**src/hw/rtl/rgbbp_pkg.sv**
```systemverilog
// Shared types, palette table and attribute codes for the bitplane packer.
`timescale 1ns / 1ps

package rgbbp_pkg;

   // Geometry of one word
   localparam int PIXELS_PER_BYTE = 8;
   localparam int PIXEL_W         = 24;
   localparam int BYTE_W          = 8;
   localparam int PALETTE_SIZE    = 7;

   // Configuration port
   localparam int CSR_ADDR_W = 3;
   localparam int CSR_DATA_W = 32;
   localparam logic CSR_IDX_MODE_COLORS = 1'b0;  // word address bit of mode_colors

   typedef logic [PIXEL_W-1:0] pixel_type;
   typedef logic [BYTE_W-1:0]  attr_type;

   // Attribute codes
   localparam attr_type ATTR_WHITE   = 8'h00;
   localparam attr_type ATTR_YELLOW  = 8'h10;
   localparam attr_type ATTR_MAGENTA = 8'h40;
   localparam attr_type ATTR_RED     = 8'h50;
   localparam attr_type ATTR_CYAN    = 8'h80;
   localparam attr_type ATTR_GREEN   = 8'h90;
   localparam attr_type ATTR_BLUE    = 8'hC0;

   // Palette, in byte-swapped pixel order, with matching codes
   localparam pixel_type PALETTE_COLOR [PALETTE_SIZE] = '{
      24'hFFFFFF, 24'hFFFF00, 24'hFF00FF, 24'hFF0000,
      24'h00FFFF, 24'h00FF00, 24'h0000FF
   };
   localparam attr_type PALETTE_ATTR [PALETTE_SIZE] = '{
      ATTR_WHITE, ATTR_YELLOW, ATTR_MAGENTA, ATTR_RED,
      ATTR_CYAN, ATTR_GREEN, ATTR_BLUE
   };

   // Result of matching one word against the palette
   typedef struct packed {
      logic                     any;     // at least one pixel matched
      attr_type                 attr;    // run attribute, valid when any
      logic [BYTE_W-1:0]        bitmap;  // pixel_a in bit 7
   } match_type;

endpackage

```
**src/hw/rtl/rgbbp_req_if.sv**
```systemverilog
// Input channel: eight raw pixels and the tile start flag.
`timescale 1ns / 1ps

interface rgbbp_req_if;
   import rgbbp_pkg::*;

   logic      valid;
   logic      ready;
   pixel_type pixel_a;
   pixel_type pixel_b;
   pixel_type pixel_c;
   pixel_type pixel_d;
   pixel_type pixel_e;
   pixel_type pixel_f;
   pixel_type pixel_g;
   pixel_type pixel_h;
   logic      tile_start;

   modport source (
      output valid, pixel_a, pixel_b, pixel_c, pixel_d,
             pixel_e, pixel_f, pixel_g, pixel_h, tile_start,
      input  ready
   );
   modport sink (
      input  valid, pixel_a, pixel_b, pixel_c, pixel_d,
             pixel_e, pixel_f, pixel_g, pixel_h, tile_start,
      output ready
   );
endinterface

```
**src/hw/rtl/rgbbp_rsp_if.sv**
```systemverilog
// Result channel: bitmap byte, color attribute and its valid flag.
`timescale 1ns / 1ps

interface rgbbp_rsp_if;
   import rgbbp_pkg::*;

   logic     valid;
   logic     ready;
   logic [BYTE_W-1:0] bitmap_byte;
   attr_type color_attr;
   logic     color_valid;

   modport source (
      output valid, bitmap_byte, color_attr, color_valid,
      input  ready
   );
   modport sink (
      input  valid, bitmap_byte, color_attr, color_valid,
      output ready
   );
endinterface

```
**src/hw/rtl/rgb_to_bitplane_color_packer.sv**
```systemverilog
// Top level: input register, palette match, held attribute and result register.
//
//  channel  | dir | handshake      | word
//  ---------+-----+----------------+--------------------------------------------
//  req_ch   | in  | valid/ready    | pixel_a..pixel_h (24b each), tile_start
//  rsp_ch   | out | valid/ready    | bitmap_byte, color_attr, color_valid
//  csr_*    | in  | APB, pready=1  | word 0: mode_colors (bit 0)
//
// One word per clock sustained while rsp_ch keeps ready high; an accepted word
// passes through the input register, then the result register, before it
// shows on rsp_ch. The held attribute is updated as a word moves into the
// result register, so consecutive words see each other's attribute with no
// gap. Synchronous active-high reset clears the valid flags, the held
// attribute and mode_colors. A stalled result holds in place while one more
// word can still wait in the input register.
`timescale 1ns / 1ps

module rgb_to_bitplane_color_packer
   import rgbbp_pkg::*;
(
   input  logic                  clock,
   input  logic                  reset,
   rgbbp_req_if.sink             req_ch,
   rgbbp_rsp_if.source           rsp_ch,
   input  logic                  csr_psel,
   input  logic                  csr_penable,
   input  logic                  csr_pwrite,
   input  logic [CSR_ADDR_W-1:0] csr_paddr,
   input  logic [CSR_DATA_W-1:0] csr_pwdata,
   output logic [CSR_DATA_W-1:0] csr_prdata,
   output logic                  csr_pready
);

   logic      mode_colors;

   // Input stage
   logic      s1_valid_ff;
   logic      s1_valid_in;
   pixel_type s1_pix_ff [PIXELS_PER_BYTE];
   logic      s1_tile_ff;

   // Result stage
   logic              out_valid_ff;
   logic              out_valid_in;
   logic [BYTE_W-1:0] bitmap_ff;
   logic              cvalid_ff;
   attr_type          held_attr_ff;
   attr_type          held_attr_in;
   attr_type          held_base;

   logic      req_fire;
   logic      advance;
   match_type match;

   rgbbp_csr u_csr (
      .clock       (clock),
      .reset       (reset),
      .psel        (csr_psel),
      .penable     (csr_penable),
      .pwrite      (csr_pwrite),
      .paddr       (csr_paddr),
      .pwdata      (csr_pwdata),
      .prdata      (csr_prdata),
      .pready      (csr_pready),
      .mode_colors (mode_colors)
   );

   rgbbp_match u_match (
      .pixels (s1_pix_ff),
      .result (match)
   );

   // Flow control
   assign advance       = s1_valid_ff && (!out_valid_ff || rsp_ch.ready);
   assign req_ch.ready  = !s1_valid_ff || advance;
   assign req_fire      = req_ch.valid && req_ch.ready;

   assign s1_valid_in   = req_fire || (s1_valid_ff && !advance);
   assign out_valid_in  = advance || (out_valid_ff && !rsp_ch.ready);

   // Held attribute: cleared at tile start, replaced by a matched run
   assign held_base    = s1_tile_ff ? ATTR_WHITE : held_attr_ff;
   assign held_attr_in = match.any ? match.attr : held_base;

   // Control registers
   always_ff @(posedge clock) begin
      if (reset) begin
         s1_valid_ff  <= 1'b0;
         out_valid_ff <= 1'b0;
         held_attr_ff <= ATTR_WHITE;
      end else begin
         s1_valid_ff  <= s1_valid_in;
         out_valid_ff <= out_valid_in;
         if (advance) begin
            held_attr_ff <= held_attr_in;
         end
      end
   end

   // Payload registers
   always_ff @(posedge clock) begin
      if (req_fire) begin
         s1_pix_ff[0] <= req_ch.pixel_a;
         s1_pix_ff[1] <= req_ch.pixel_b;
         s1_pix_ff[2] <= req_ch.pixel_c;
         s1_pix_ff[3] <= req_ch.pixel_d;
         s1_pix_ff[4] <= req_ch.pixel_e;
         s1_pix_ff[5] <= req_ch.pixel_f;
         s1_pix_ff[6] <= req_ch.pixel_g;
         s1_pix_ff[7] <= req_ch.pixel_h;
         s1_tile_ff   <= req_ch.tile_start;
      end
      if (advance) begin
         bitmap_ff <= match.bitmap;
         cvalid_ff <= mode_colors;
      end
   end

   assign rsp_ch.valid       = out_valid_ff;
   assign rsp_ch.bitmap_byte = bitmap_ff;
   assign rsp_ch.color_attr  = held_attr_ff;
   assign rsp_ch.color_valid = cvalid_ff;

   // Checks
   a_held_legal: assert property (@(posedge clock) disable iff (reset)
      held_attr_ff == ATTR_WHITE || held_attr_ff == ATTR_YELLOW ||
      held_attr_ff == ATTR_MAGENTA || held_attr_ff == ATTR_RED ||
      held_attr_ff == ATTR_CYAN || held_attr_ff == ATTR_GREEN ||
      held_attr_ff == ATTR_BLUE)
      else $error("held attribute left the code set");

   a_tile_clear: assert property (@(posedge clock) disable iff (reset)
      (advance && s1_tile_ff && !match.any) |=> (held_attr_ff == ATTR_WHITE))
      else $error("empty run after tile start did not clear the attribute");

   a_empty_keeps: assert property (@(posedge clock) disable iff (reset)
      (advance && !s1_tile_ff && !match.any) |=> $stable(held_attr_ff))
      else $error("empty run changed the held attribute");

   a_bitmap_any: assert property (@(posedge clock) disable iff (reset)
      advance |=> ((rsp_ch.bitmap_byte != '0) == $past(match.any)))
      else $error("bitmap and match flag disagree");

endmodule

```
**src/hw/rtl/rgbbp_match.sv**
```systemverilog
// Palette match of eight pixels: bitmap byte and run attribute.
`timescale 1ns / 1ps

module rgbbp_match
   import rgbbp_pkg::*;
(
   input  pixel_type pixels [PIXELS_PER_BYTE],
   output match_type result
);

   logic     hit  [PIXELS_PER_BYTE];
   attr_type code [PIXELS_PER_BYTE];

   // Per pixel: swap low and high bytes, then look up the palette
   always_comb begin
      pixel_type sw;
      for (int p = 0; p < PIXELS_PER_BYTE; p++) begin
         sw      = {pixels[p][7:0], pixels[p][15:8], pixels[p][23:16]};
         hit[p]  = 1'b0;
         code[p] = ATTR_WHITE;
         for (int k = 0; k < PALETTE_SIZE; k++) begin
            if (sw == PALETTE_COLOR[k]) begin
               hit[p]  = 1'b1;
               code[p] = PALETTE_ATTR[k];
            end
         end
      end
   end

   // Bitmap, leftmost pixel in the top bit; attribute is the first
   // non-white match, or white when only white pixels matched
   always_comb begin
      logic found_color;
      found_color   = 1'b0;
      result.any    = 1'b0;
      result.attr   = ATTR_WHITE;
      result.bitmap = '0;
      for (int p = 0; p < PIXELS_PER_BYTE; p++) begin
         result.bitmap[PIXELS_PER_BYTE-1-p] = hit[p];
         if (hit[p]) begin
            result.any = 1'b1;
            if (!found_color && code[p] != ATTR_WHITE) begin
               found_color = 1'b1;
               result.attr = code[p];
            end
         end
      end
   end

endmodule

```
**src/hw/rtl/rgbbp_csr.sv**
```systemverilog
// APB-style configuration register: mode_colors.
`timescale 1ns / 1ps

module rgbbp_csr
   import rgbbp_pkg::*;
(
   input  logic                  clock,
   input  logic                  reset,
   input  logic                  psel,
   input  logic                  penable,
   input  logic                  pwrite,
   input  logic [CSR_ADDR_W-1:0] paddr,
   input  logic [CSR_DATA_W-1:0] pwdata,
   output logic [CSR_DATA_W-1:0] prdata,
   output logic                  pready,
   output logic                  mode_colors
);

   logic mode_colors_ff;
   logic mode_colors_in;
   logic sel_mode;

   assign sel_mode = (paddr[CSR_ADDR_W-1] == CSR_IDX_MODE_COLORS);

   // Write on the access phase
   always_comb begin
      mode_colors_in = mode_colors_ff;
      if (psel && penable && pwrite && sel_mode) begin
         mode_colors_in = pwdata[0];
      end
   end

   always_ff @(posedge clock) begin
      if (reset) begin
         mode_colors_ff <= 1'b0;
      end else begin
         mode_colors_ff <= mode_colors_in;
      end
   end

   // Read back; unused addresses read zero
   assign prdata      = sel_mode ? {{(CSR_DATA_W-1){1'b0}}, mode_colors_ff} : '0;
   assign pready      = 1'b1;
   assign mode_colors = mode_colors_ff;

endmodule

```
**src/flat_wrapper.sv**
```systemverilog
// flat-port wrapper written by rule: the top's interface ports become plain ports
module rgb_to_bitplane_color_packer_flat import rgbbp_pkg::*;
  (clock, reset, csr_psel, csr_penable, csr_pwrite, csr_paddr, csr_pwdata, csr_prdata, csr_pready, req_ch_valid, req_ch_pixel_a, req_ch_pixel_b, req_ch_pixel_c, req_ch_pixel_d, req_ch_pixel_e, req_ch_pixel_f, req_ch_pixel_g, req_ch_pixel_h, req_ch_tile_start, req_ch_ready, rsp_ch_valid, rsp_ch_bitmap_byte, rsp_ch_color_attr, rsp_ch_color_valid, rsp_ch_ready);
  rgbbp_req_if req_ch_i ();
  rgbbp_rsp_if rsp_ch_i ();
  input  logic clock;
  input  logic reset;
  input  logic csr_psel;
  input  logic csr_penable;
  input  logic csr_pwrite;
  input  logic [CSR_ADDR_W-1:0] csr_paddr;
  input  logic [CSR_DATA_W-1:0] csr_pwdata;
  output logic [CSR_DATA_W-1:0] csr_prdata;
  output logic csr_pready;
  input wire logic [$bits(req_ch_i.valid)-1:0] req_ch_valid;
  input wire logic [$bits(req_ch_i.pixel_a)-1:0] req_ch_pixel_a;
  input wire logic [$bits(req_ch_i.pixel_b)-1:0] req_ch_pixel_b;
  input wire logic [$bits(req_ch_i.pixel_c)-1:0] req_ch_pixel_c;
  input wire logic [$bits(req_ch_i.pixel_d)-1:0] req_ch_pixel_d;
  input wire logic [$bits(req_ch_i.pixel_e)-1:0] req_ch_pixel_e;
  input wire logic [$bits(req_ch_i.pixel_f)-1:0] req_ch_pixel_f;
  input wire logic [$bits(req_ch_i.pixel_g)-1:0] req_ch_pixel_g;
  input wire logic [$bits(req_ch_i.pixel_h)-1:0] req_ch_pixel_h;
  input wire logic [$bits(req_ch_i.tile_start)-1:0] req_ch_tile_start;
  output wire logic [$bits(req_ch_i.ready)-1:0] req_ch_ready;
  output wire logic [$bits(rsp_ch_i.valid)-1:0] rsp_ch_valid;
  output wire logic [$bits(rsp_ch_i.bitmap_byte)-1:0] rsp_ch_bitmap_byte;
  output wire logic [$bits(rsp_ch_i.color_attr)-1:0] rsp_ch_color_attr;
  output wire logic [$bits(rsp_ch_i.color_valid)-1:0] rsp_ch_color_valid;
  input wire logic [$bits(rsp_ch_i.ready)-1:0] rsp_ch_ready;
  assign req_ch_i.valid = req_ch_valid;
  assign req_ch_i.pixel_a = req_ch_pixel_a;
  assign req_ch_i.pixel_b = req_ch_pixel_b;
  assign req_ch_i.pixel_c = req_ch_pixel_c;
  assign req_ch_i.pixel_d = req_ch_pixel_d;
  assign req_ch_i.pixel_e = req_ch_pixel_e;
  assign req_ch_i.pixel_f = req_ch_pixel_f;
  assign req_ch_i.pixel_g = req_ch_pixel_g;
  assign req_ch_i.pixel_h = req_ch_pixel_h;
  assign req_ch_i.tile_start = req_ch_tile_start;
  assign req_ch_ready = req_ch_i.ready;
  assign rsp_ch_valid = rsp_ch_i.valid;
  assign rsp_ch_bitmap_byte = rsp_ch_i.bitmap_byte;
  assign rsp_ch_color_attr = rsp_ch_i.color_attr;
  assign rsp_ch_color_valid = rsp_ch_i.color_valid;
  assign rsp_ch_i.ready = rsp_ch_ready;
  rgb_to_bitplane_color_packer u_core (.clock(clock), .reset(reset), .req_ch(req_ch_i), .rsp_ch(rsp_ch_i), .csr_psel(csr_psel), .csr_penable(csr_penable), .csr_pwrite(csr_pwrite), .csr_paddr(csr_paddr), .csr_pwdata(csr_pwdata), .csr_prdata(csr_prdata), .csr_pready(csr_pready));
endmodule
```
**config.mk**
```make
export PLATFORM = sky130hd
export DESIGN_NAME = rgb_to_bitplane_color_packer_flat
export DESIGN_NICKNAME = d
export VERILOG_FILES = /design/src/hw/rtl/rgbbp_pkg.sv /design/src/hw/rtl/rgbbp_req_if.sv /design/src/hw/rtl/rgbbp_rsp_if.sv /design/src/hw/rtl/rgb_to_bitplane_color_packer.sv /design/src/hw/rtl/rgbbp_match.sv /design/src/hw/rtl/rgbbp_csr.sv /design/src/flat_wrapper.sv
export SDC_FILE = /design/constraint.sdc
export NUM_CORES = 1
export LEC_CHECK = 0
export ABC_CLOCK_PERIOD_IN_PS = 9700
export BUFFER_PORTS_ARGS = -buffer_cell sky130_fd_sc_hd__buf_2
export CORE_ASPECT_RATIO = 1.25
export CORE_MARGIN = 2
export CORE_UTILIZATION = 54
export CTS_CLUSTER_DIAMETER = 50
export DETAILED_ROUTE_END_ITERATION = 10
export PLACE_DENSITY = 0.85
export SLEW_MARGIN = 20
export SYNTH_ARGS = -nofsm -noshare
export SYNTH_HDL_FRONTEND = slang
export SYNTH_SLANG_ARGS = --single-unit
export TNS_END_PERCENT = 100
```
**constraint.sdc**
```tcl
create_clock -name clock -period 9.7 [get_ports clock]
set_input_delay 0 -clock clock [delete_from_list [all_inputs] [get_ports clock]]
set_output_delay 0 -clock clock [all_outputs]
set_load 0.03 [all_outputs]
```
# Yosys cells after proc, flatten, opt, wreduce, memory -nomap -nowiden
# Cells that the tools add are included.
dict set report classes {
  n_reduce_logical 39
  mux 137
  n_bitwise 1
  n_eq_ne 56
}
# operator n
set op_table {}
lappend op_table {{== test 24 bit (second input constant)} 32}
lappend op_table {{two-way mux 8 bit} 50}
lappend op_table {{== test 24 x 16 -> 1 bit (second input constant)} 16}
lappend op_table {{== test 24 x 8 -> 1 bit (second input constant)} 8}
lappend op_table {{two-way mux 9 bit} 8}
lappend op_table {{two-way mux 1 bit} 71}
lappend op_table {{nonzero test 8 bit} 8}
lappend op_table {{two-way mux 5 bit} 8}
lappend op_table {{logical AND 1 bit} 14}
lappend op_table {{logical NOT 1 bit} 11}
lappend op_table {{logical OR 1 bit} 4}
lappend op_table {{AND reduction 2 bit} 1}
lappend op_table {{nonzero test 2 bit} 1}
lappend op_table {{NOT 1 bit} 1}
dict set report totals {
  input_bits 235
  out_inout_bits 52
  word_cells 248
  register_bits 213
}

# Longest topological paths before layout
# Gate-level depths: netlist of the first run.
dict set report logic_depth {
  ltp_word 40
  mapped_depth 8
  ltp_nobuf 8
}

# Modules after synthesis
# A second synthesis of the first run with hierarchy kept.
dict set report hier_totals {
  hier_cells 587
  area_unflattened_um2 8662.1
}
# mod seq_area_each_um2 cells_each area_per_inst_um2 instances
set modules_own_cells {}
lappend modules_own_cells {rgb_to_bitplane_color_packer 6266.0 233 6449.9 1}
lappend modules_own_cells {rgbbp_match 0.0 314 1903.1 1}
lappend modules_own_cells {rgbbp_csr 20.0 40 309.0 1}

# Least setup slack after synthesis of the first run
# OpenSTA, ideal clock, no wires.
dict set report synth_path {
  path_kind {reg-to-reg}
  start {register u_core.out_valid_ff, in the netlist u_core.rsp_ch.valid}
  end {register u_core.s1_pix_ff[0] in the netlist's numbering, enable pin}
  required_ps 9124
  setup_ps 576
  path_slack_ps 3831
  stages_incl_launch_ff 4
  synth_period_minus_slack_ps 5869
  arrival_time_ps 5293
  path_buffers 0
  cell_sequence {dfxtp_1 -> nor2b_1 -> nand2_1 -> and2_1}
}
dict set report synth_between {
  elab_chain_cells 5
}
# item line_no
set synth_lines {}
lappend synth_lines {{start: declaration} rgb_to_bitplane_color_packer.sv:43} ;# logic out_valid_ff;
lappend synth_lines {{start signal: assignment} rgb_to_bitplane_color_packer.sv:93} ;# out_valid_ff <= out_valid_in;
lappend synth_lines {{logical NOT 1 bit} rgb_to_bitplane_color_packer.sv:74} ;# assign advance = s1_valid_ff && (!out_valid_ff || rsp_ch.ready);
lappend synth_lines {{logical OR 1 bit} rgb_to_bitplane_color_packer.sv:74}
lappend synth_lines {{logical AND 1 bit} rgb_to_bitplane_color_packer.sv:74}
lappend synth_lines {{logical OR 1 bit} rgb_to_bitplane_color_packer.sv:75} ;# assign req_ch.ready = !s1_valid_ff || advance;
lappend synth_lines {{via req_ch_ready} flat_wrapper.sv:25} ;# output wire logic [$bits(req_ch_i.ready)-1:0] req_ch_ready;
lappend synth_lines {{logical AND 1 bit} rgb_to_bitplane_color_packer.sv:76} ;# assign req_fire = req_ch.valid && req_ch.ready;
lappend synth_lines {{via u_core.req_fire} rgb_to_bitplane_color_packer.sv:51} ;# logic req_fire;
lappend synth_lines {{end: declaration} rgb_to_bitplane_color_packer.sv:39} ;# pixel_type s1_pix_ff [PIXELS_PER_BYTE];
# The timed path passes the listed nets, and every way through them passes these cells.
# A chain may end at the register's enable or synchronous reset.

# Worst setup path after layout of the first run
dict set report layout_path {
  start {register u_core.s1_pix_ff[96] in the netlist's numbering}
  end {register u_core.held_attr_ff[7], in the netlist u_core.rsp_ch.color_attr[7]}
}
dict set report layout_between {
  elab_chain_cells 28
  elab_cells_between_ends 51
  classes_between {7 x eq/ne; 32 x mux; 12 x reduce/logical}
}
# item line_no
set layout_lines {}
lappend layout_lines {{== test 24 bit} rgbbp_match.sv:22} ;# if (sw == PALETTE_COLOR[k]) begin
lappend layout_lines {{two-way mux 5 bit} rgbbp_match.sv:22}
lappend layout_lines {{two-way mux 8 bit (5 in a row)} rgbbp_match.sv:22}
lappend layout_lines {{nonzero test 8 bit} rgbbp_match.sv:42} ;# if (!found_color && code[p] != ATTR_WHITE) begin
lappend layout_lines {{logical AND 1 bit} rgbbp_match.sv:42}
lappend layout_lines {{two-way mux 1 bit} rgbbp_match.sv:42}
lappend layout_lines {{two-way mux 1 bit} rgbbp_match.sv:40} ;# if (hit[p]) begin
lappend layout_lines {{logical NOT 1 bit} rgbbp_match.sv:42}
lappend layout_lines {{[... 8 more ...]} --}
lappend layout_lines {{logical AND 1 bit} rgbbp_match.sv:42}
lappend layout_lines {{two-way mux 1 bit} rgbbp_match.sv:42}
lappend layout_lines {{two-way mux 1 bit} rgbbp_match.sv:40}
lappend layout_lines {{logical NOT 1 bit} rgbbp_match.sv:42}
lappend layout_lines {{logical AND 1 bit} rgbbp_match.sv:42}
lappend layout_lines {{two-way mux 8 bit} rgbbp_match.sv:42}
lappend layout_lines {{two-way mux 9 bit *} rgbbp_match.sv:40}
lappend layout_lines {{two-way mux 8 bit} rgb_to_bitplane_color_packer.sv:83} ;# assign held_attr_in = match.any ? match.attr : held_base;
lappend layout_lines {{end signal: assignment} rgb_to_bitplane_color_packer.sv:95} ;# held_attr_ff <= held_attr_in;
lappend layout_lines {{end: declaration} rgb_to_bitplane_color_packer.sv:47} ;# attr_type held_attr_ff;
# Every way passes the cells marked *; elsewhere a longest branch is shown, timed or not.

==> run summary, run 1 <==
Setup-failing EPs final: 0
Peak Freq: 308 MHz
total wire length: 25.5 mm
initial DRC count: 679
routed vias/inst: 5.76
MaxCap Viol Count: 0
initial antenna violation count: 2
HP Class: input pin to flop
Initial Util: 55.1%
Worst-Margin Slew: 0.884 ns
status: finished, final reports clean
Synth Register Bits: 208
Reg clk slew, reported paths: 0.07 ns
number of synthesized flops with an enable pin: 202
R2R depth: 8
Leak: 0.00452 µW
Core Util, Final: 80.4%
Post-Syn Area per Cell: 14.9 µm²
Startpoint Class: flop
Die ar.: 16900 µm²
Final period util: 33.5%
die width: 117 µm
register area share after synthesis: 72.1%
# clock sinks: 208
Tmin final: 3.25 ns
CORE AREA: 15600 µm²
Top FF cell, synth: edfxtp_1
internal power: 1620 µW
post-cts sizing count: 0
Clock Tree Buf Depth: 3
largest net degree at the start of global routing: 91
WP data arrival: 3.67 ns
gr ovfl total: 0
Async SR Flop Fraction: 0%
Yosys cell types: 54
Final Skew: 0.0153 ns
Root Driver: clkbuf_16
share of cells above drive strength 1: 27.9%
IO Port Bufs: 216
HPWL Detailed: 13.5 mm
Max FO, Critical Path: 4
H-tree Lvls: 1
Clock Power Share: 39.4%
hold endpoint: u_core.s1_pix_ff[58]
DR vias: 7163
Ys Warns: 0
worst path required time: 10.13 ns
Clk Latency, worst-skew pair: 0.49 ns
Comb power frac: 8.4%
Post-Syn Area: 8580 µm²
setup TNS: 0 ns
Cell Rows: 51
Slew Limit Fails: 0
setup ws final: 6.45 ns
CTS Buf Count: 21
slack of the worst reg-to-reg path: 6.45 ns
die span in y: 145 µm
hold path startpoint: req_ch_pixel_f[10]
dpl ws: 6.49 ns
Slew HR: 39.6%
Worst Hold Depth: 2
Detail Route Antenna Nets: 0
Initial DRT Pass Iterations: 5
Hold Fails Final Rpt: 0
Crit Path Category: flop to flop
gr usage total: 29.9%
RSZ-0062 raised after global routing: false
Switching Share: 21.5%
vias in the first global route: 7634
Worst IR Drop VDD: 0.159 mV
reg2reg start: u_core.s1_pix_ff[96]
sequential power share: 52.1%
NetSw: 443 µW
reg2reg end: u_core.rsp_ch.color_attr[7]
Power Density: 165 nW/µm²
GPL Wtd Cong: 0.820
Avg WL per Cell: 20.5 µm
Post-layout nets: 1250
Area growth syn-to-layout: 46.0%
global-route wire length before repair: 38.7 mm
CP endpoint kind: flop
CTS tree: done
drt drc: 0
I/O Pins: 287
Cells after Synth: 574
smallest hold slack: 0.217 ns
## stage by stage
step	std cells	power (µW)	cell area [µm²]
after floorplan	609	1150	8710
after global placement	1002	1180	9800
after detailed placement	1002	1190	9800
after CTS	1241	2040	12500
after global routing	1244	2110	12500
final	1244	2060	12500
## worst max-delay path, stage by stage (launching register included)
cell and delay, ns:
edfxtp_1 0.41, or4_1 0.58, nor2_1 0.28, nor2_1 0.16, a2111oi_4 0.52, nand4b_1 0.24
a2111oi_0 0.74, a311oi_1 0.11, o21ai_1 0.15
## power by group through the flow
stage,combinational [µW],clock (µW),sequential [µW]
final,174,813,1080
after CTS,164,811,1070
after floorplan,56.5,0,1090
after global routing,186,850,1080
after global placement,96.9,0,1080
after detailed placement,99.6,0,1090
## cells by family (layout without fill, tap and decap cells)
kind of cell	count (synthesis)	after routing	share of synthesized area [%]
compound gates	85	85	8.01
simple gates	235	235	16.2
mux	1	1	0.117
flops	208	208	72.1
buf+inv	43	464	3.50
other cells	2	39	0.0875
## layer usage
metal	GRT usage (%)	wire length, µm	part of all wire, %
met5	0	0	0
met4	14.1	1270	5.0
met3	5.30	2050	8.1
met2	56.5	13900	55
met1	30.9	8280	32
## how the worst max path moves through the flow
stage,endpoint,depth (start not counted),slack (ns),from
2_1_floorplan,u_core.s1_pix_ff[0],3,3.83,u_core.rsp_ch.valid
3_3_place_gp,u_core.rsp_ch.color_attr[7],8,6.59,u_core.s1_pix_ff[108]
3_5_place_dp,u_core.rsp_ch.color_attr[7],8,6.49,u_core.s1_pix_ff[97]
4_1_cts,u_core.rsp_ch.color_attr[7],8,6.46,u_core.s1_pix_ff[96]
5_1_grt,u_core.rsp_ch.color_attr[7],8,6.29,u_core.s1_pix_ff[96]
6_report,u_core.rsp_ch.color_attr[7],8,6.45,u_core.s1_pix_ff[96]
## sequential cells by signal, indices dropped and copies added (netlist names)
name,flops
u_core.s1_pix_ff,192
u_core.rsp_ch.bitmap_byte,8
u_core.rsp_ch.color_attr,3
u_core.rsp_ch.color_valid,1
u_core.rsp_ch.valid,1
u_core.s1_tile_ff,1
u_core.s1_valid_ff,1
u_core.u_csr.mode_colors,1
## layout by cell type (no fill, tap or decap), types with 11 or more instances in the layout
| cell type | instances |
|---|---|
| buf_2 | 216 |
| edfxtp_1 | 202 |
| clkbuf_16 | 21 |
| or4_1 | 29 |
| o21ai_0 | 22 |
| dlygate4sd3_1 | 201 |
| a21oi_1 | 11 |
| nand4_1 | 48 |
| conb_1 | 37 |
| or4_4 | 11 |
| nor2_1 | 63 |
| nand2_1 | 25 |
| nor4_1 | 17 |
## synthesized netlist by cell type (2+ instances only)
cell / instances / area (µm²)
a2111o_1: 3 / 33.8
a2111oi_4: 5 / 138
a211oi_1: 2 / 15.0
a21boi_0: 2 / 15.0
a21oi_1: 11 / 55.1
a221oi_1: 2 / 17.5
a22o_1: 3 / 26.3
a32oi_1: 2 / 17.5
and2_1: 2 / 12.5
buf_4: 37 / 278
conb_1: 2 / 7.51
dfxtp_1: 6 / 120
edfxtp_1: 202 / 6070
inv_1: 6 / 22.5
nand2_1: 25 / 93.8
nand2b_1: 2 / 12.5
nand3_1: 8 / 40.0
nand4_1: 48 / 300
nand4b_1: 2 / 17.5
nor2_1: 63 / 236
nor2_2: 2 / 12.5
nor2_4: 6 / 67.6
nor2b_1: 2 / 12.5
nor3_1: 9 / 45.0
nor4_1: 17 / 106
nor4_2: 2 / 25.0
o211ai_1: 2 / 15.0
o21ai_0: 22 / 110
o21ai_1: 5 / 25.0
o21ai_2: 4 / 35.0
o221ai_1: 2 / 17.5
o31ai_1: 5 / 37.5
or2_2: 4 / 25.0
or4_1: 29 / 218
or4_4: 11 / 124
## cell type report
class | instances | area [µm²]
tap | 212 | 265
clock inverter | 11 | 138
inverter | 6 | 22.5
sequential | 208 | 6190
multi-input combinational | 358 | 2230
timing repair buffer | 420 | 3130
antenna | 2 | 5.00
clock buffer | 27 | 548
fill | 765 | 3050
## what timing repair did
action | in CTS | in global routing
hold endpoints to repair | 214 | 0
endpoints found under the setup margin | 0 | 0
buffers inserted | 0 | 0
hold buffers | 201 | 0
Power figures use the tool's default switching activity.
==> run 2: changes to the inputs <==
--- a/config.mk
+++ b/config.mk
@@ -5,14 +5,14 @@
 export SDC_FILE = /design/constraint.sdc
 export NUM_CORES = 1
 export LEC_CHECK = 0
-export ABC_CLOCK_PERIOD_IN_PS = 9700
+export ABC_CLOCK_PERIOD_IN_PS = 2900
 export BUFFER_PORTS_ARGS = -buffer_cell sky130_fd_sc_hd__buf_2
 export CORE_ASPECT_RATIO = 1.25
 export CORE_MARGIN = 2
-export CORE_UTILIZATION = 54
+export CORE_UTILIZATION = 46
 export CTS_CLUSTER_DIAMETER = 50
 export DETAILED_ROUTE_END_ITERATION = 10
-export PLACE_DENSITY = 0.85
+export PLACE_DENSITY = 0.77
 export SLEW_MARGIN = 20
 export SYNTH_ARGS = -nofsm -noshare
 export SYNTH_HDL_FRONTEND = slang
==> constraint.sdc (replaced) <==
create_clock -name clock -period 2.9 [get_ports clock]
set_input_delay 0 -clock clock [delete_from_list [all_inputs] [get_ports clock]]
set_output_delay 0 -clock clock [all_outputs]
set_load 0.03 [all_outputs]
==> run 2 against run 1 <==
Effect of this change: count of clock-buffer cells in the layout rose by 1; cell area rose by 2.1%; register-to-register slack got worse by 6.4 ns; worst hold slack got worse by 0.021 ns; critical path depth did not move; first-iteration DRC count fell by 47%; combinational power rose to 3.4 times the previous value; global-route usage fell by 6.3 points; critical endpoint is now u_core.rsp_ch.color_attr[6]; largest cell class unchanged; largest power group unchanged.
==> run summary, run 2 (synthesized netlist as in run 1, its figures left out) <==
routed vias/inst: 5.35 (-7.2%)
DR vias: 6837 (-4.6%)
Avg WL per Cell: 18.9 µm (-7.6%)
Peak Freq: 357 MHz (+16%)
I/O Pins: 287 (unchanged)
largest reg by FF count: u_core.s1_pix_ff
die width: 126 µm (+8.1%)
Initial DRT Pass Iterations: 5 (unchanged)
CTS Buf Count: 24 (+14%)
WP data arrival: 3.18 ns (-0.49 ns)
Sequential Area: 6190 µm² (unchanged)
Tmin final: 2.80 ns (-0.444 ns)
Power Density: 559 nW/µm² (+240%)
gr usage total: 23.6% (-6.3 points)
share of cells above drive strength 1: 29.5% (+1.7 points)
Post-layout nets: 1263 (+1.0%)
R2R depth: 8 (unchanged)
Area growth syn-to-layout: 49.1%
Hold Fails Final Rpt: 0 (unchanged)
H-tree Lvls: 1 (unchanged)
area of the multi-input gates: 2260 µm² (+1.4%)
most common cell after layout, fill and taps aside: buf_2
Core Util, Final: 70.4% (-10 points)
fill count: 1166 (+52%)
HPWL Detailed: 13.8 mm (+2.3%)
Final period util: 96.6% (+63 points)
global-route wire length before repair: 36.8 mm (-4.8%)
max reg flops: 192 (unchanged)
Cell Rows: 55 (+7.8%)
reg2reg start: u_core.s1_pix_ff[136]
initial antenna violation count: 3 (+1)
Final Skew: 0.0228 ns (+0.00746 ns)
CORE AREA: 18200 µm² (+17%)
Crit Path Category: flop to flop
Die ar.: 19800 µm² (+17%)
Worst IR Drop VDD: 0.633 mV (+300%)
RSZ-0062 raised after global routing: false
most frequent cells in the layout: 216 x buf_2, 202 x edfxtp_1, 201 x dlygate4sd3_1, 60 x nor2_1, 48 x nand4_1
CTS tree: done
largest net degree at the start of global routing: 61 (-33%)
Root Driver: clkbuf_16
GPL Wtd Cong: 0.799 (-2.5%)
Slew HR: 64.1% (+25 points)
worst path required time: 3.28 ns (-6.85 ns)
setup TNS: 0 ns (unchanged)
Clk Latency, worst-skew pair: 0.51 ns (+0.02 ns)
slack of the worst reg-to-reg path: 0.1 ns (-6.36 ns)
status: finished, final reports clean
CP endpoint kind: flop
fin area: 12800 µm² (+2.1%)
Worst-Margin Slew: 0.533 ns (-0.351 ns)
crit path to: u_core.rsp_ch.color_attr[6]
Setup-failing EPs final: 0 (unchanged)
reg2reg end: u_core.rsp_ch.color_attr[6]
Worst Setup SP: u_core.s1_pix_ff[136]
vias in the first global route: 7545 (-1.2%)
total wire length: 24.2 mm (-5.0%)
Initial Util: 47.2% (-7.9 points)
Clock Tree Buf Depth: 3 (unchanged)
IO Port Bufs: 216 (unchanged)
gr ovfl total: 0 (unchanged)
drt drc: 0 (unchanged)
initial DRC count: 362 (-47%)
Slew Limit Fails: 0 (unchanged)
die span in y: 157 µm (+8.1%)
Startpoint Class: flop
dpl cell area: 9930 µm² (+1.4%)
HP Class: input pin to flop
Detail Route Antenna Nets: 0 (unchanged)
MaxCap Viol Count: 0 (unchanged)
# clock sinks: 208 (unchanged)
Max FO, Critical Path: 3 (-1)
Reg clk slew, reported paths: 0.06 ns (about the same)
Leak: 0.00463 µW (+2.4%)
## run 2: cell count changes in the layout (fill, tap and decap cells not counted), sizes merged
cell,change
buf,+10
clkinv,+6
diode,+3
clkinvlp,+2
inv,-2
bufinv,-1
clkbuf,+1
## run 2: what timing repair did
item	CTS	global route
hold buffers	201	0
resized for setup	2	6
setup endpoints to repair	1	3
cloned	0	0
setup buffers	0	1
pin swaps	0	2
endpoints found under the hold margin	199	0
## run 2: critical path: stages, from the launching register on
cell	delay [ns]
edfxtp_1	0.41
or4_1	0.58
nor2_1	0.27
inv_1	0.16
a2111o_1	0.43
a221o_1	0.32
a22o_1	0.19
a32oi_1	0.23
o21ai_1	0.09
## run 2: worst min path at each step
stage / from / end / slack, ns / cells after the start
floorplan: reset / u_core.rsp_ch.valid / 0.07 / 1
finish: req_ch_pixel_d[14] / u_core.s1_pix_ff[110] / 0.20 / 2
detailed placement: req_ch_pixel_f[15] / u_core.s1_pix_ff[63] / 0.18 / 1
CTS: req_ch_pixel_f[11] / u_core.s1_pix_ff[59] / 0.18 / 2
global route: req_ch_pixel_d[19] / u_core.s1_pix_ff[115] / 0.19 / 2
global placement: req_ch_pixel_c[19] / u_core.s1_pix_ff[139] / 0.18 / 1
## run 2: through the flow
step | hold slack, ns | setup WS [ns] | instances | power, µW
2_1_floorplan | 0.0724 | 0.201 | 609 | 3820
3_3_place_gp | 0.176 | -0.0877 | 1028 | 3950
3_5_place_dp | 0.178 | -0.203 | 1028 | 3980
4_1_cts | 0.183 | 0.0387 | 1273 | 7130
5_1_grt | 0.186 | 0.00145 | 1277 | 7360
6_report | 0.196 | 0.0985 | 1279 | 7140
## run 2: area by class of cell
cell class	count	area share (%)
diodes	5	0.0978
clock buffers	28	4.98
clock inverters	16	1.25
inverters	6	0.176
multi-input cells	358	17.6
flip-flops and latches	208	48.4
well taps	228	2.23
repair buffers	430	25.2
## run 2: routing by layer
metal | up-vias | part of all wire (%) | track usage, %
met3 | 76 | 6.4 | 4.82
met2 | 321 | 55 | 46.9
met5 | - | 0 | 0
met1 | 3264 | 35 | 23.7
met4 | 0 | 3.6 | 9.42
li1 | 3176 | - | -
## run 2: where the power goes
group	leakage (µW)	switching [µW]	internal [µW]
sequential	0.00201	88.3	3490
clock	0.000380	1210	1770
combinational	0.00223	272	312
==> run 3: changes to the inputs <==
--- a/config.mk
+++ b/config.mk
@@ -5,14 +5,14 @@
 export SDC_FILE = /design/constraint.sdc
 export NUM_CORES = 1
 export LEC_CHECK = 0
-export ABC_CLOCK_PERIOD_IN_PS = 2900
+export ABC_CLOCK_PERIOD_IN_PS = 3500
 export BUFFER_PORTS_ARGS = -buffer_cell sky130_fd_sc_hd__buf_2
 export CORE_ASPECT_RATIO = 1.25
 export CORE_MARGIN = 2
-export CORE_UTILIZATION = 46
+export CORE_UTILIZATION = 54
 export CTS_CLUSTER_DIAMETER = 50
 export DETAILED_ROUTE_END_ITERATION = 10
-export PLACE_DENSITY = 0.77
+export PLACE_DENSITY = 0.85
 export SLEW_MARGIN = 20
 export SYNTH_ARGS = -nofsm -noshare
 export SYNTH_HDL_FRONTEND = slang
==> constraint.sdc (replaced) <==
create_clock -name clock -period 3.5 [get_ports clock]
set_input_delay 0 -clock clock [delete_from_list [all_inputs] [get_ports clock]]
set_output_delay 0 -clock clock [all_outputs]
set_load 0.03 [all_outputs]
==> run 3 against run 2 <==
Effect of this change: die area fell by 14%; sequential share of layout area up 1.2 points; via count rose by 4.0%; total power down 22%; non-clock buffer count is 10 lower; count of clock-buffer cells in the layout shrank 1; clock skew decreased by 0.0096 ns; clock power decreased by 29%; core utilization rose by 9.8 points; worst setup slack gained 0.21 ns; cell area fell by 2.4%; cell count down 2.9%.
==> run summary, run 3 (synthesized netlist as in run 1, its figures left out) <==
Die ar.: 16900 µm² (-14%)
most common cell after layout, fill and taps aside: buf_2
Setup-failing EPs final: 0 (unchanged)
routed vias/inst: 5.73 (+7.1%)
Sequential Area: 6190 µm² (unchanged)
MaxCap Viol Count: 0 (unchanged)
Cell Rows: 51 (-7.3%)
CP endpoint kind: flop
status: finished, final reports clean
largest reg by FF count: u_core.s1_pix_ff
HP Class: input pin to flop
die width: 117 µm (-7.5%)
dpl ws: 0.300 ns (+0.503 ns)
initial antenna violation count: 1 (-2)
# clock sinks: 208 (unchanged)
worst path required time: 3.92 ns (+0.64 ns)
setup TNS: 0 ns (unchanged)
Clock Tree Buf Depth: 3 (unchanged)
CTS tree: done
max reg flops: 192 (unchanged)
Reg clk slew, reported paths: 0.06 ns (about the same)
initial DRC count: 472 (+30%)
Post-layout nets: 1251 (-0.95%)
Area growth syn-to-layout: 45.6%
slowest library cell on the worst path: a2111oi_0
Initial Util: 55.1% (+7.9 points)
vias in the first global route: 7615 (+0.93%)
Hold Fails Final Rpt: 0 (unchanged)
Peak Freq: 314 MHz (-12%)
CORE AREA: 15600 µm² (-14%)
drt drc: 0 (unchanged)
WP data arrival: 3.61 ns (+0.43 ns)
DR vias: 7112 (+4.0%)
Worst IR Drop VDD: 0.442 mV (-30%)
crit path cell chain: or4_1, nor2_1, o21ai_2, a2111oi_4, nand4b_1, a2111oi_0, buf_4, a311oi_1, o21ai_1
Worst path max stage delay: 0.65 ns (+0.07 ns)
Final Skew: 0.0132 ns (-0.00962 ns)
IO Port Bufs: 216 (unchanged)
Startpoint Class: flop
Leak: 0.00450 µW (-2.8%)
CP top delay family: compound AO/OA/AOI/OAI gates
Final period util: 91.1% (-5.5 points)
Clk Latency, worst-skew pair: 0.50 ns (about the same)
Avg WL per Cell: 20.8 µm (+10%)
largest net degree at the start of global routing: 114 (+87%)
Initial DRT Pass Iterations: 5 (unchanged)
Root Driver: clkbuf_16
GPL Wtd Cong: 0.823 (+3.1%)
RSZ-0062 raised after global routing: false
Power Density: 448 nW/µm² (-20%)
fill count: 792 (-32%)
Max FO, Critical Path: 4 (+1)
global-route wire length before repair: 39.4 mm (+7.1%)
I/O Pins: 287 (unchanged)
gr ovfl total: 0 (unchanged)
gr usage total: 30.3% (+6.7 points)
post-cts sizing count: 0 (-2)
share of cells above drive strength 1: 27.7% (-1.8 points)
most frequent cells in the layout: 216 x buf_2, 202 x edfxtp_1, 200 x dlygate4sd3_1, 63 x nor2_1, 48 x nand4_1
Worst-Margin Slew: 0.754 ns (+0.221 ns)
Slew HR: 48.4% (-16 points)
area of the multi-input gates: 2230 µm² (-1.4%)
Buf/Inv on CP: 1 (unchanged)
setup ws final: 0.311 ns (+0.213 ns)
HPWL Detailed: 13.1 mm (-4.9%)
H-tree Lvls: 1 (unchanged)
CTS Buf Count: 22 (-8.3%)
Crit Path Category: flop to flop
Slew Limit Fails: 0 (unchanged)
Detail Route Antenna Nets: 0 (unchanged)
total wire length: 25.8 mm (+6.8%)
die span in y: 145 µm (-7.5%)
Tmin final: 3.19 ns (+0.387 ns)
run 3: changes by cell type in the layout (fill, tap and decap cells not counted), moves of 2 or more:
| cell | delta |
|---|---|
| clkinv_1 | +3 |
| nor2_2 | -2 |
| clkinv_4 | -3 |
| clkinv_2 | -3 |
| nor2_1 | +3 |
| buf_4 | -8 |
| diode_2 | -4 |
| clkbuf_16 | -2 |
| bufinv_16 | -2 |
run 3: report_power, final:
group          switching, µW  internal [µW]
Combinational            227            255
Sequential              82.3           2900
Clock                    938           1200
Total                   1250           4350
run 3: per-layer routing:
metal	vias to the layer above	track usage, %	routed length, µm
met5	-	0	0
met4	0	11.4	1120
met3	105	5.72	2200
met2	497	56.3	13900
met1	3365	33.4	8620
li1	3145	-	-
run 3: final timing paths:
check                                start  slack (ns)  depth (start not counted)                          end
hold / removal           req_ch_pixel_g[8]        0.21                          2         u_core.s1_pix_ff[32]
setup reg to reg     u_core.s1_pix_ff[105]        0.31                          9  u_core.rsp_ch.color_attr[7]
setup / recovery     u_core.s1_pix_ff[105]        0.31                          9  u_core.rsp_ch.color_attr[7]
hold reg to reg   u_core.u_csr.mode_colors        0.48                          0    u_core.rsp_ch.color_valid
run 3: final cells by class:
class	count	share of cell area [%]
well taps	212	2.12
inverters	6	0.180
flip-flops and latches	208	49.5
repair buffers	420	25.1
clock inverters	10	0.441
clock buffers	27	4.73
diodes	1	0.0200
multi-input cells	358	17.8
run 3: stage by stage:
step | cells | utilization [%] | instance area [µm²] | power, µW | hold WS (ns)
final | 1242 | 80.2 | 12500 | 5600 | 0.213
after global routing | 1242 | 80.2 | 12500 | 5740 | 0.204
after CTS | 1241 | 80.2 | 12500 | 5520 | 0.196
after detailed placement | 1004 | 63.2 | 9840 | 3290 | 0.178
after global placement | 1004 | 63.2 | 9840 | 3270 | 0.177
after floorplan | 609 | - | 8710 | 3160 | 0.0724
run 3: repair_timing:
| action | CTS | global route |
|---|---|---|
| hold endpoints to repair | 199 | 0 |
| buffers inserted | 0 | 0 |
| hold buffers | 200 | 0 |
